File: config.mk
export PLATFORM = sky130hd
export DESIGN_NAME = deq_ram
export DESIGN_NICKNAME = d
export VERILOG_FILES = /design/src/hdl/deq_pkg.sv /design/src/hdl/deq_ram.sv
export SDC_FILE = /design/constraint.sdc
export NUM_CORES = 2
export LEC_CHECK = 0
export BUFFER_PORTS_ARGS = -buffer_cell sky130_fd_sc_hd__buf_2
export CORE_MARGIN = 2
export CORE_UTILIZATION = 57
export DETAILED_ROUTE_END_ITERATION = 7
export PLACE_DENSITY = 0.78
export SLEW_MARGIN = 20
export SYNTH_ARGS = -nofsm -noshare
export SYNTH_HDL_FRONTEND = slang
export SYNTH_SLANG_ARGS = --single-unit
File: constraint.sdc
create_clock -name clk -period 3.2 [get_ports clk]
set_input_delay 0.32 -clock clk [delete_from_list [all_inputs] [get_ports clk]]
set_output_delay 0.32 -clock clk [all_outputs]
set_load 0.005 [all_outputs]
File: src/hdl/deq_pkg.sv
`timescale 1ns / 1ps
// Package for the double-ended queue unit: opcodes, status codes and the
// per-word control record passed from the pointer logic to the result stage.
// No dependencies.
package deq_pkg;

	// Default number of entries in the ring
	localparam int DEPTH_DEFAULT = 128;

	// Field widths fixed by the interface
	localparam int OPCODE_W = 3;
	localparam int VALUE_W  = 32;
	localparam int STATUS_W = 2;
	localparam int OCC_W    = 8;

	// Operation codes
	typedef enum logic [OPCODE_W-1:0] {
		OP_PUSH_FRONT = 3'd0,
		OP_PUSH_REAR  = 3'd1,
		OP_POP_FRONT  = 3'd2,
		OP_POP_REAR   = 3'd3,
		OP_PEEK_FRONT = 3'd4,
		OP_PEEK_REAR  = 3'd5
	} op_t;

	// Status codes
	typedef enum logic [STATUS_W-1:0] {
		ST_OK    = 2'd0,
		ST_EMPTY = 2'd1,
		ST_FULL  = 2'd2
	} status_t;

	// What the result stage needs to know about one word
	typedef struct packed {
		logic    has_read;
		status_t status;
	} ctrl_info_t;

endpackage

File: src/hdl/deq_ram.sv
`timescale 1ns / 1ps
// Entry store of the deque: one write port, one read port, registered read.
// Uses deq_pkg for the value width.
module deq_ram #(
	parameter int DEPTH = deq_pkg::DEPTH_DEFAULT,
	parameter int AW    = $clog2(DEPTH)
) (
	input  logic                              clk,
	input  logic                              wr_en,
	input  logic [AW-1:0]                     wr_addr,
	input  logic [deq_pkg::VALUE_W-1:0]       wr_data,
	input  logic                              rd_en,
	input  logic [AW-1:0]                     rd_addr,
	output logic [deq_pkg::VALUE_W-1:0]       rd_data
);

	logic [deq_pkg::VALUE_W-1:0] mem [DEPTH];
	logic [deq_pkg::VALUE_W-1:0] rd_data_q;

	// Write port
	always_ff @(posedge clk) begin
		if (wr_en) begin
			mem[wr_addr] <= wr_data;
		end
	end

	// Read port, data held until the next read
	always_ff @(posedge clk) begin
		if (rd_en) begin
			rd_data_q <= mem[rd_addr];
		end
	end

	assign rd_data = rd_data_q;

endmodule

==> impl_metrics.tcl <==
set metrics [dict create \
    dieWidth_um 528.1 \
    grt_pass1_vias 79060 \
    worstReg2RegEnd "rd_data[26]" \
    rows 192 \
    drv_slew 0 \
    yosysSeqAreaShare 0.7916 \
    critPathLaunchType "flip-flop" \
    synth_cells 5990 \
    overflow 0 \
    via_per_inst 7.437 \
    finalSetupViolCount 0 \
    hpwlAfterDp_um 246000 \
    synth-warning-count 0 \
    tns_ns 0 \
    antenna_found_initial 68 \
    dieArea_um2 278900 \
    fmax_ghz 0.3359 \
    clock_latency_ns 0.95 \
    hold_viol 4 \
    hold_path.class "input port to flip-flop" \
    grt_pass1_wl_um 665800 \
    die_h_um 528.1 \
    drive_above_1_share 0.3824 \
    finalWirelength_um 491400 \
    portBuffers 80 \
    clk_pin_slew_worst_paths_ns 0.07 \
    wire_per_inst_um 46.29 \
    instances_no_fill 10620 \
    grt_usage 0.3524 \
    layout_commonest_cell "edfxtp_1" \
    initial_utilization 0.5728 \
    outcome "finished, violations left" \
    r2r_slack_ns 0.22 \
    critPathLaunch "mem[109][26]" \
    clock-root-buffer "clkbuf_16" \
    synth_nets 6039 \
    power_density_nw_per_um2 627.6 \
    io_pins 81 \
    nets 6731 \
    drc 0 \
    core_area_um2 273400 \
    synth_area_um2 156600 \
    ir_drop_mv 0.5296 \
    grt_max_degree 115 \
    max_cap_viol_count 0 \
    period_minus_slack_ns 2.977 \
    tightestPinTransition_ns 1.183 \
    cts.sinks 4128 \
    violations "hold timing" \
    rsz0062_at_grt "false" \
    p_total_mw 113.6 \
    r2r_cells 4 \
    drt_iter0_drc 16630 \
    postCtsSetupBuffers 0 \
    ant_nets 0 \
    clock_path_buffers 4 \
    mostFrequentLayoutCells "4128 x edfxtp_1, 1344 x mux4_2, 390 x clkbuf_16" \
    vias 78960 \
    whs_ns -0.02686 \
    cts_made_buffers 380 \
    avgSynthCellArea_um2 26.14 \
    r2r-start "mem[109][26]" \
    worstPathRequired_ns 3.86 \
    skew_ns 0.05798 \
    firstDrtPassIters 5 \
    critical_path_class "flip-flop to flip-flop" \
    cts_tree "built" \
    synth_seq_cells 4128 \
    h-tree-depth 5 \
    crit_path_max_fanout 4 \
    end_kind "flip-flop" \
    power_leakage_nw 56.04 \
    placed_cells 9868 \
    worstPathArrival_ns 3.64 \
    timing.final.crit_share 0.9303 \
    max-slew-margin-rel 0.2113 \
    syn_to_final_growth_pct 15.62 \
    gp_congestion 0.8294 \
    final_core_util 0.6623 \
    crit_end "rd_data[26]" \
    ys_types 16 \
]
state kept, by name (all words and copies together) (netlist names):
| signal | flops |
|---|---|
| mem | 4096 |
| rd_data | 32 |
metrics by stage:
step	area (µm²)	setup slack [ns]	hold slack, ns
3_5_place_dp	168200	-0.5420	0.6745
2_1_floorplan	156600	-0.3586	0.4189
6_report	181100	0.2230	-0.02686
5_1_grt	181000	0.2201	0.009538
3_3_place_gp	168200	-0.5107	0.6440
4_1_cts	180800	0.2725	0.002562
kinds of logic after synthesis:
| group | synth area share |
|---|---|
| AND/OR/NAND/NOR | 0.004450 |
| flip-flops | 0.7916 |
| multiplexers | 0.1956 |
| buffers and inverters | 0.008373 |
worst max-delay path, cell delays in order (launching register included):
cell and delay, ns:
edfxtp_1 0.40, mux4_2 0.52, mux4_2 0.66, mux4_2 0.77, mux2_2 0.37
layout make-up:
type | count | area (µm²)
sequential | 4128 | 124000
timing repair buffer | 626 | 7727
clock buffer | 447 | 9973
clock inverter | 228 | 2445
antenna | 53 | 132.6
fill | 15170 | 92320
tap | 3589 | 4491
multi-input combinational | 1546 | 32330
power by group:
| group | total [mW] | internal [mW] | switching, mW |
|---|---|---|---|
| registers | 59.9 | 59.7 | 0.211 |
| logic | 6.64 | 2.56 | 4.08 |
| clock network | 47.0 | 26.3 | 20.8 |
synth_stat cells:
| master | n | area [µm²] |
|---|---|---|
| or3_1 | 1 | 6.260 |
| nand2b_1 | 2 | 12.51 |
| edfxtp_1 | 4128 | 124000 |
| mux2_2 | 32 | 360.4 |
| clkbuf_1 | 182 | 683.2 |
| buf_2 | 79 | 395.4 |
| nand3_1 | 12 | 60.06 |
| nand4_1 | 3 | 18.77 |
| buf_6 | 2 | 22.52 |
| nor3_1 | 9 | 45.04 |
| nor2_1 | 122 | 457.9 |
| nor2b_1 | 7 | 43.79 |
| nand2_1 | 14 | 52.55 |
| buf_1 | 50 | 187.7 |
| mux4_2 | 1344 | 30270 |
| buf_4 | 3 | 22.52 |
how the worst min path moves through the flow:
stage                start           end  cells past startpoint
3_3_place_gp   wr_data[11]  mem[104][11]                      1
5_1_grt              rd_en    rd_data[8]                      1
3_5_place_dp   wr_data[25]   mem[33][25]                      1
2_1_floorplan   wr_data[0]     mem[0][0]                      0
6_report       wr_data[28]   mem[20][28]                      1
4_1_cts              rd_en    rd_data[8]                      1
what timing repair did:
action                                 4_1_cts  5_1_grt
endpoints found under the hold margin      380       76
hold buffers                                15        3
resized for setup                            0        0
metal layers:
metal	GRT usage	wire (µm)
met5	0	230
met4	0.2591	45910
met3	0.08559	68150
met2	0.5431	232400
met1	0.4410	144800
No activity file was read; power rests on OpenSTA's default activity.
