File: config.mk
export PLATFORM = sky130hd
export DESIGN_NAME = deq_ctrl
export DESIGN_NICKNAME = d
export VERILOG_FILES = /design/src/hdl/deq_pkg.sv /design/src/hdl/deq_ctrl.sv
export SDC_FILE = /design/constraint.sdc
export NUM_CORES = 1
export LEC_CHECK = 0
export BUFFER_PORTS_ARGS = -buffer_cell sky130_fd_sc_hd__clkbuf_2
export CAP_MARGIN = 20
export CELL_PAD_IN_SITES_DETAIL_PLACEMENT = 2
export CELL_PAD_IN_SITES_GLOBAL_PLACEMENT = 2
export CORE_MARGIN = 10
export CORE_UTILIZATION = 25
export DETAILED_ROUTE_END_ITERATION = 8
export GPL_TIMING_DRIVEN = 0
export PLACE_DENSITY = 0.69
export SLEW_MARGIN = 20
export SYNTH_ARGS = -nofsm -noshare
export SYNTH_HDL_FRONTEND = slang
export SYNTH_SLANG_ARGS = --single-unit
File: constraint.sdc
create_clock -name clk -period 2.35 [get_ports clk]
set_input_delay 0.235 -clock clk [delete_from_list [all_inputs] [get_ports clk]]
set_output_delay 0.235 -clock clk [all_outputs]
set_load 0.02 [all_outputs]
File: src/hdl/deq_pkg.sv
`timescale 1ns / 1ps
// Package for the double-ended queue unit: opcodes, status codes and the
// per-word control record passed from the pointer logic to the result stage.
// No dependencies.
package deq_pkg;

	// Default number of entries in the ring
	localparam int DEPTH_DEFAULT = 128;

	// Field widths fixed by the interface
	localparam int OPCODE_W = 3;
	localparam int VALUE_W  = 32;
	localparam int STATUS_W = 2;
	localparam int OCC_W    = 8;

	// Operation codes
	typedef enum logic [OPCODE_W-1:0] {
		OP_PUSH_FRONT = 3'd0,
		OP_PUSH_REAR  = 3'd1,
		OP_POP_FRONT  = 3'd2,
		OP_POP_REAR   = 3'd3,
		OP_PEEK_FRONT = 3'd4,
		OP_PEEK_REAR  = 3'd5
	} op_t;

	// Status codes
	typedef enum logic [STATUS_W-1:0] {
		ST_OK    = 2'd0,
		ST_EMPTY = 2'd1,
		ST_FULL  = 2'd2
	} status_t;

	// What the result stage needs to know about one word
	typedef struct packed {
		logic    has_read;
		status_t status;
	} ctrl_info_t;

endpackage

File: src/hdl/deq_ctrl.sv
`timescale 1ns / 1ps
// Head, tail and count registers of the deque; decodes each accepted word
// into a store access and the status it reports. Uses deq_pkg.
module deq_ctrl #(
	parameter int DEPTH = deq_pkg::DEPTH_DEFAULT,
	parameter int AW    = $clog2(DEPTH),
	parameter int CW    = $clog2(DEPTH + 1)
) (
	input  logic                          clk,
	input  logic                          arst_n,
	input  logic                          accept,
	input  logic [deq_pkg::OPCODE_W-1:0]  opcode,
	output logic                          wr_en,
	output logic [AW-1:0]                 wr_addr,
	output logic                          rd_en,
	output logic [AW-1:0]                 rd_addr,
	output deq_pkg::ctrl_info_t           info,
	output logic [deq_pkg::OCC_W-1:0]     occ
);

	localparam logic [AW-1:0] IDX_LAST = AW'(DEPTH - 1);
	localparam logic [CW-1:0] CNT_FULL = CW'(DEPTH);

	logic [AW-1:0] head_q, tail_q;
	logic [CW-1:0] count_q;
	logic [AW-1:0] head_d, tail_d;
	logic [CW-1:0] count_d;
	logic [AW-1:0] head_up, head_dn, tail_up, tail_dn;
	logic          is_empty, is_full;
	logic          do_wr, do_rd;
	logic [CW+deq_pkg::OCC_W-1:0] count_ext;

	// Wrapping neighbors of both pointers
	assign head_up = (head_q == IDX_LAST) ? '0 : head_q + AW'(1);
	assign head_dn = (head_q == '0) ? IDX_LAST : head_q - AW'(1);
	assign tail_up = (tail_q == IDX_LAST) ? '0 : tail_q + AW'(1);
	assign tail_dn = (tail_q == '0) ? IDX_LAST : tail_q - AW'(1);

	assign is_empty = (count_q == '0);
	assign is_full  = (count_q == CNT_FULL);

	// Decode one word
	always_comb begin
		head_d        = head_q;
		tail_d        = tail_q;
		count_d       = count_q;
		do_wr         = 1'b0;
		do_rd         = 1'b0;
		wr_addr       = tail_q;
		rd_addr       = head_q;
		info.has_read = 1'b0;
		info.status   = deq_pkg::ST_OK;
		unique case (deq_pkg::op_t'(opcode))
			deq_pkg::OP_PUSH_FRONT: begin
				wr_addr = head_dn;
				if (is_full) begin
					info.status = deq_pkg::ST_FULL;
				end else begin
					do_wr   = 1'b1;
					head_d  = head_dn;
					count_d = count_q + CW'(1);
				end
			end
			deq_pkg::OP_PUSH_REAR: begin
				wr_addr = tail_q;
				if (is_full) begin
					info.status = deq_pkg::ST_FULL;
				end else begin
					do_wr   = 1'b1;
					tail_d  = tail_up;
					count_d = count_q + CW'(1);
				end
			end
			deq_pkg::OP_POP_FRONT: begin
				rd_addr = head_q;
				if (is_empty) begin
					info.status = deq_pkg::ST_EMPTY;
				end else begin
					do_rd   = 1'b1;
					head_d  = head_up;
					count_d = count_q - CW'(1);
				end
			end
			deq_pkg::OP_POP_REAR: begin
				rd_addr = tail_dn;
				if (is_empty) begin
					info.status = deq_pkg::ST_EMPTY;
				end else begin
					do_rd   = 1'b1;
					tail_d  = tail_dn;
					count_d = count_q - CW'(1);
				end
			end
			deq_pkg::OP_PEEK_FRONT: begin
				rd_addr = head_q;
				if (is_empty) begin
					info.status = deq_pkg::ST_EMPTY;
				end else begin
					do_rd = 1'b1;
				end
			end
			deq_pkg::OP_PEEK_REAR: begin
				rd_addr = tail_dn;
				if (is_empty) begin
					info.status = deq_pkg::ST_EMPTY;
				end else begin
					do_rd = 1'b1;
				end
			end
			default: begin
				// unused codes: no operation
			end
		endcase
		info.has_read = do_rd;
	end

	assign wr_en = accept & do_wr;
	assign rd_en = accept & do_rd;

	// Occupancy carries the low bits of the count after the operation
	assign count_ext = {{deq_pkg::OCC_W{1'b0}}, count_d};
	assign occ       = count_ext[deq_pkg::OCC_W-1:0];

	// Pointer and count registers
	always_ff @(posedge clk or negedge arst_n) begin
		if (!arst_n) begin
			head_q  <= '0;
			tail_q  <= '0;
			count_q <= '0;
		end else if (accept) begin
			head_q  <= head_d;
			tail_q  <= tail_d;
			count_q <= count_d;
		end
	end

endmodule

==> flow_summary.json <==
{
  "io_pins": 33,
  "crit_path_cell_trace": "inv_2 > ha_4 > or3b_4 > or3_4 > nor2_4 > nor2_4 > a22oi_2 > clkbuf_8",
  "yosys_register_bits": 22,
  "worst_hold_slack_ns": -0.0433,
  "sw_frac_of_total_pct": 50.0,
  "worst_slew_pin_slew_ns": 0.720,
  "fillers": 1067,
  "setup_total_negative_slack_ns": -0.654,
  "n_antenna_cell": 0,
  "number_of_distinct_library_cell_variants_in_the_gate_level_netlist_after_synthesis": 58,
  "drc": 0,
  "clk_latency_ns": 0.30,
  "drive_above_1_share_pct": 36.9,
  "number_of_synthesis_warnings": 0,
  "ir_drop_uv": 340,
  "final-hold-violation-count": 22,
  "synth_compound_area_share_pct": 25.8,
  "syn_area_um2": 2350,
  "critical_path_arrival_ns": 2.22,
  "standard_cell_rows": 35,
  "synthesis.nets": 338,
  "crit_required_ns": 2.12,
  "synthMuxAreaShare_pct": 4.21,
  "synth_flop_cell": "sky130_fd_sc_hd__dfrtp_1",
  "area_growth_syn_to_layout_pct": 39.7,
  "hp-class": "primary input to async pin",
  "pin_count_of_the_biggest_net_entering_global_routing": 23,
  "cp_max_fo": 3,
  "cap_violations": 0,
  "slowest_delay_ns": 0.43,
  "drt-initial-drc-count": 120,
  "placeableCoreArea_um2": 9200,
  "synth-seq-area-share_pct": 23.4,
  "cp-end-kind": "output pin",
  "floorplan.die.width_um": 117,
  "hpwl_um": 6730,
  "grt_util_all_layers_pct": 13.9,
  "cp-start-kind": "register",
  "cellPowerDensity_nw_per_um2": 1350,
  "post-route-min-period_ns": 2.46,
  "dr_total_vias": 2716,
  "comb_power_share_pct": 73.4,
  "clk_pin_slew_worst_paths_ns": 0.12,
  "proportion_of_register_bits_with_asynchronous_set_or_reset_after_synthesis_pct": 100,
  "failed_checks": "hold timing, setup timing",
  "cellLeakagePower_uw": 0.00136,
  "buffers_from_clock_root_to_sink_at_most": 2,
  "skew_ns": 0.0111,
  "synth_simple_gate_area_share_pct": 28.6,
  "placement.io_buffers": 32,
  "final-max-slew-violation-count": 0,
  "cts-buffers-inserted": 3,
  "post_cts_hold_buffer_count": 0,
  "cts.root.buffer_cell": "sky130_fd_sc_hd__clkbuf_8",
  "report.final.setup_viol": 11,
  "gate_count_post_synth": 322,
  "max-slew-margin-rel_pct": 51.9,
  "grt_antenna_before_repair": 0,
  "cts.sinks": 22,
  "min_period_over_period_pct": 104,
  "floorplan.die.height_um": 117,
  "multi_input_gate_area_in_the_final_layout_um2": 1850,
  "globalplace.congestion": 0.834,
  "cell_area_after_layout_um2": 3280,
  "post_synthesis_adder_cell_area_fraction_pct": 5.33,
  "antenna_left": 0,
  "outcome": "complete, but fails checks",
  "critical_path_class": "register to output pin",
  "postPlaceCellArea_um2": 2650,
  "critical-path-slowest-cell": "sky130_fd_sc_hd__dfrtp_2",
  "critical-path-top-delay-family": "simple AND/OR/NAND/NOR gates",
  "synth_top_family_by_area": "simple AND/OR/NAND/NOR gates",
  "global_route.overflow_total": 0,
  "drt_pass1_iterations": 4,
  "worst_path_most_repeated_cell": "sky130_fd_sc_hd__nor2_4",
  "tritoncts": "yes",
  "routed_wirelength_um": 9990,
  "grt_first_pass_wirelength_um": 15200,
  "post_synth_xor_area_fraction_pct": 5.59,
  "fmaxAchievable_mhz": 407,
  "synth_enable_flop_cells": 0,
  "clock_power_share_pct": 9.2,
  "p_seq_share_pct": 17.4,
  "grt_setup_unrepaired": "true",
  "p_switching_uw": 2210,
  "drt-vias-per-instance": 5.44,
  "crit_buf_inv": 2,
  "synthesis.area_per_instance_um2": 7.29,
  "start_util_pct": 25.5,
  "seq_area_um2": 561,
  "nNetsFinal": 405,
  "final.setup.worst_slack_ns": -0.105,
  "power.internal_uw": 2210,
  "via_count_of_the_first_global_routing_pass": 2841,
  "number_of_h_tree_levels": 1,
  "die-area_um2": 13700,
  "wire_per_inst_um": 20.0
}
placed cells by master, fill, tap and decap left out, drive strengths merged, types with 2 or more instances in the layout:
cell type  synthesis  final
and2               4      4
nand3b             5      5
a21oi              7      7
a22oi              4      4
xnor2              9      9
clkbuf            13     33
a31oi              9      9
o22ai              3      3
nor3b              4      4
xor2               6      6
nand2b             3      3
or3b               2      2
or4                2      2
o41ai              2      2
nor4               4      4
ha                10     10
nor2              30     30
nand2             41     41
dfrtp             22     22
nor2b              3      3
mux2               4      4
nor3              11     11
inv               15     15
or2                2      2
o21ai             48     48
nand3             12     12
or3                3      3
buf                9     54
o211ai             3      3
mux2i              5      5
and3               3      3
o31ai              9      9
a222oi             2      2
Yosys cell counts, types with 2 or more instances:
library cell	number	share of area, %
sky130_fd_sc_hd__a21oi_1	7	1.5
sky130_fd_sc_hd__a222oi_1	2	0.85
sky130_fd_sc_hd__a22oi_1	4	1.3
sky130_fd_sc_hd__a31oi_1	9	2.4
sky130_fd_sc_hd__and2_1	3	0.80
sky130_fd_sc_hd__and3_1	3	0.80
sky130_fd_sc_hd__buf_1	2	0.32
sky130_fd_sc_hd__buf_2	3	0.64
sky130_fd_sc_hd__buf_4	2	0.64
sky130_fd_sc_hd__buf_6	2	0.96
sky130_fd_sc_hd__clkbuf_1	13	2.1
sky130_fd_sc_hd__dfrtp_1	22	23
sky130_fd_sc_hd__ha_1	10	5.3
sky130_fd_sc_hd__inv_1	15	2.4
sky130_fd_sc_hd__mux2_2	3	1.4
sky130_fd_sc_hd__mux2i_1	5	2.1
sky130_fd_sc_hd__nand2_1	40	6.4
sky130_fd_sc_hd__nand2b_1	3	0.80
sky130_fd_sc_hd__nand3_1	12	2.6
sky130_fd_sc_hd__nand3b_1	5	1.6
sky130_fd_sc_hd__nor2_1	29	4.6
sky130_fd_sc_hd__nor2b_1	3	0.80
sky130_fd_sc_hd__nor3_1	11	2.3
sky130_fd_sc_hd__nor3b_1	4	1.3
sky130_fd_sc_hd__nor4_1	3	0.80
sky130_fd_sc_hd__o211ai_1	3	0.96
sky130_fd_sc_hd__o21ai_0	47	10
sky130_fd_sc_hd__o22ai_1	3	0.80
sky130_fd_sc_hd__o31ai_1	9	2.9
sky130_fd_sc_hd__o41ai_1	2	0.75
sky130_fd_sc_hd__or2_2	2	0.53
sky130_fd_sc_hd__or3_4	2	0.96
sky130_fd_sc_hd__xnor2_1	9	3.4
sky130_fd_sc_hd__xor2_1	6	2.2
repair_timing:
| action | 4_1_cts | 5_1_grt |
|---|---|---|
| buffers inserted | 20 | 15 |
| pin swaps | 12 | 12 |
| gates resized for setup | 49 | 65 |
| endpoints found under the setup margin | 25 | 23 |
worst paths after layout:
kind	startpoint	to	slack, ns	depth (start not counted)
worst max register to register	count_q[6]$_DFFE_PN0P_	count_q[0]$_DFFE_PN0P_	0.30	6
worst max-delay path	tail_q[0]$_DFFE_PN0P_	rd_addr[0]	-0.11	8
max in group asynchronous	arst_n	tail_q[0]$_DFFE_PN0P_	1.92	1
worst min-delay path	arst_n	head_q[4]$_DFFE_PN0P_	-0.04	1
min in group clk	accept	count_q[1]$_DFFE_PN0P_	0.38	3
worst min register to register	count_q[0]$_DFFE_PN0P_	count_q[0]$_DFFE_PN0P_	0.54	1
per-stage QoR:
stage	utilization (%)	std cells	power, µW	setup slack (ns)
finish	35.7	499	4420	-0.105
global route	35.7	499	4770	-0.189
CTS	32.8	486	4030	-0.210
detailed placement	28.8	465	3150	-0.223
global placement	28.8	465	3080	-0.184
floorplan	-	322	2420	0.0198
sequential cells by signal (all words and copies together), names as in the netlist:
| register | flops |
|---|---|
| count_q | 8 |
| head_q | 7 |
| tail_q | 7 |
layout make-up:
cell class | instances | area share, %
plain buffers | 17 | 2.63
clock buffers | 3 | 1.26
clock inverters | 1 | 0.915
inverters | 15 | 1.72
multi-input cells | 263 | 56.2
flip-flops and latches | 22 | 17.1
well taps | 111 | 4.23
repair buffers | 67 | 15.9
logic make-up after synthesis:
group | after synthesis
XOR/XNOR | 15
multiplexers | 9
AND/OR/NAND/NOR | 131
buffers and inverters | 37
flip-flops | 22
AO/OA/AOI/OAI | 98
adder cells (fa/ha/maj) | 10
routing by layer:
| metal | global-route usage, % | part of all wire [%] |
|---|---|---|
| met5 | 0 | 0 |
| met2 | 23.6 | 48 |
| met4 | 3.13 | 1.0 |
| met3 | 2.04 | 5.2 |
| met1 | 18.2 | 46 |
power groups by stage:
stage	Combinational, µW	Sequential (µW)	Clock (µW)
after floorplan	1740	679	0
after detailed placement	2410	744	0
after CTS	2870	744	415
after global routing	3550	795	422
after global placement	2350	737	0
final	3250	768	409
worst register-to-register path, stage by stage, from the launching register on:
cell                      delay (ns)
sky130_fd_sc_hd__dfrtp_2        0.48
sky130_fd_sc_hd__or4_4          0.53
sky130_fd_sc_hd__or3_4          0.42
sky130_fd_sc_hd__o22ai_4        0.22
sky130_fd_sc_hd__buf_4          0.14
sky130_fd_sc_hd__buf_4          0.09
sky130_fd_sc_hd__o31ai_1        0.06
Power figures use the tool's default switching activity.
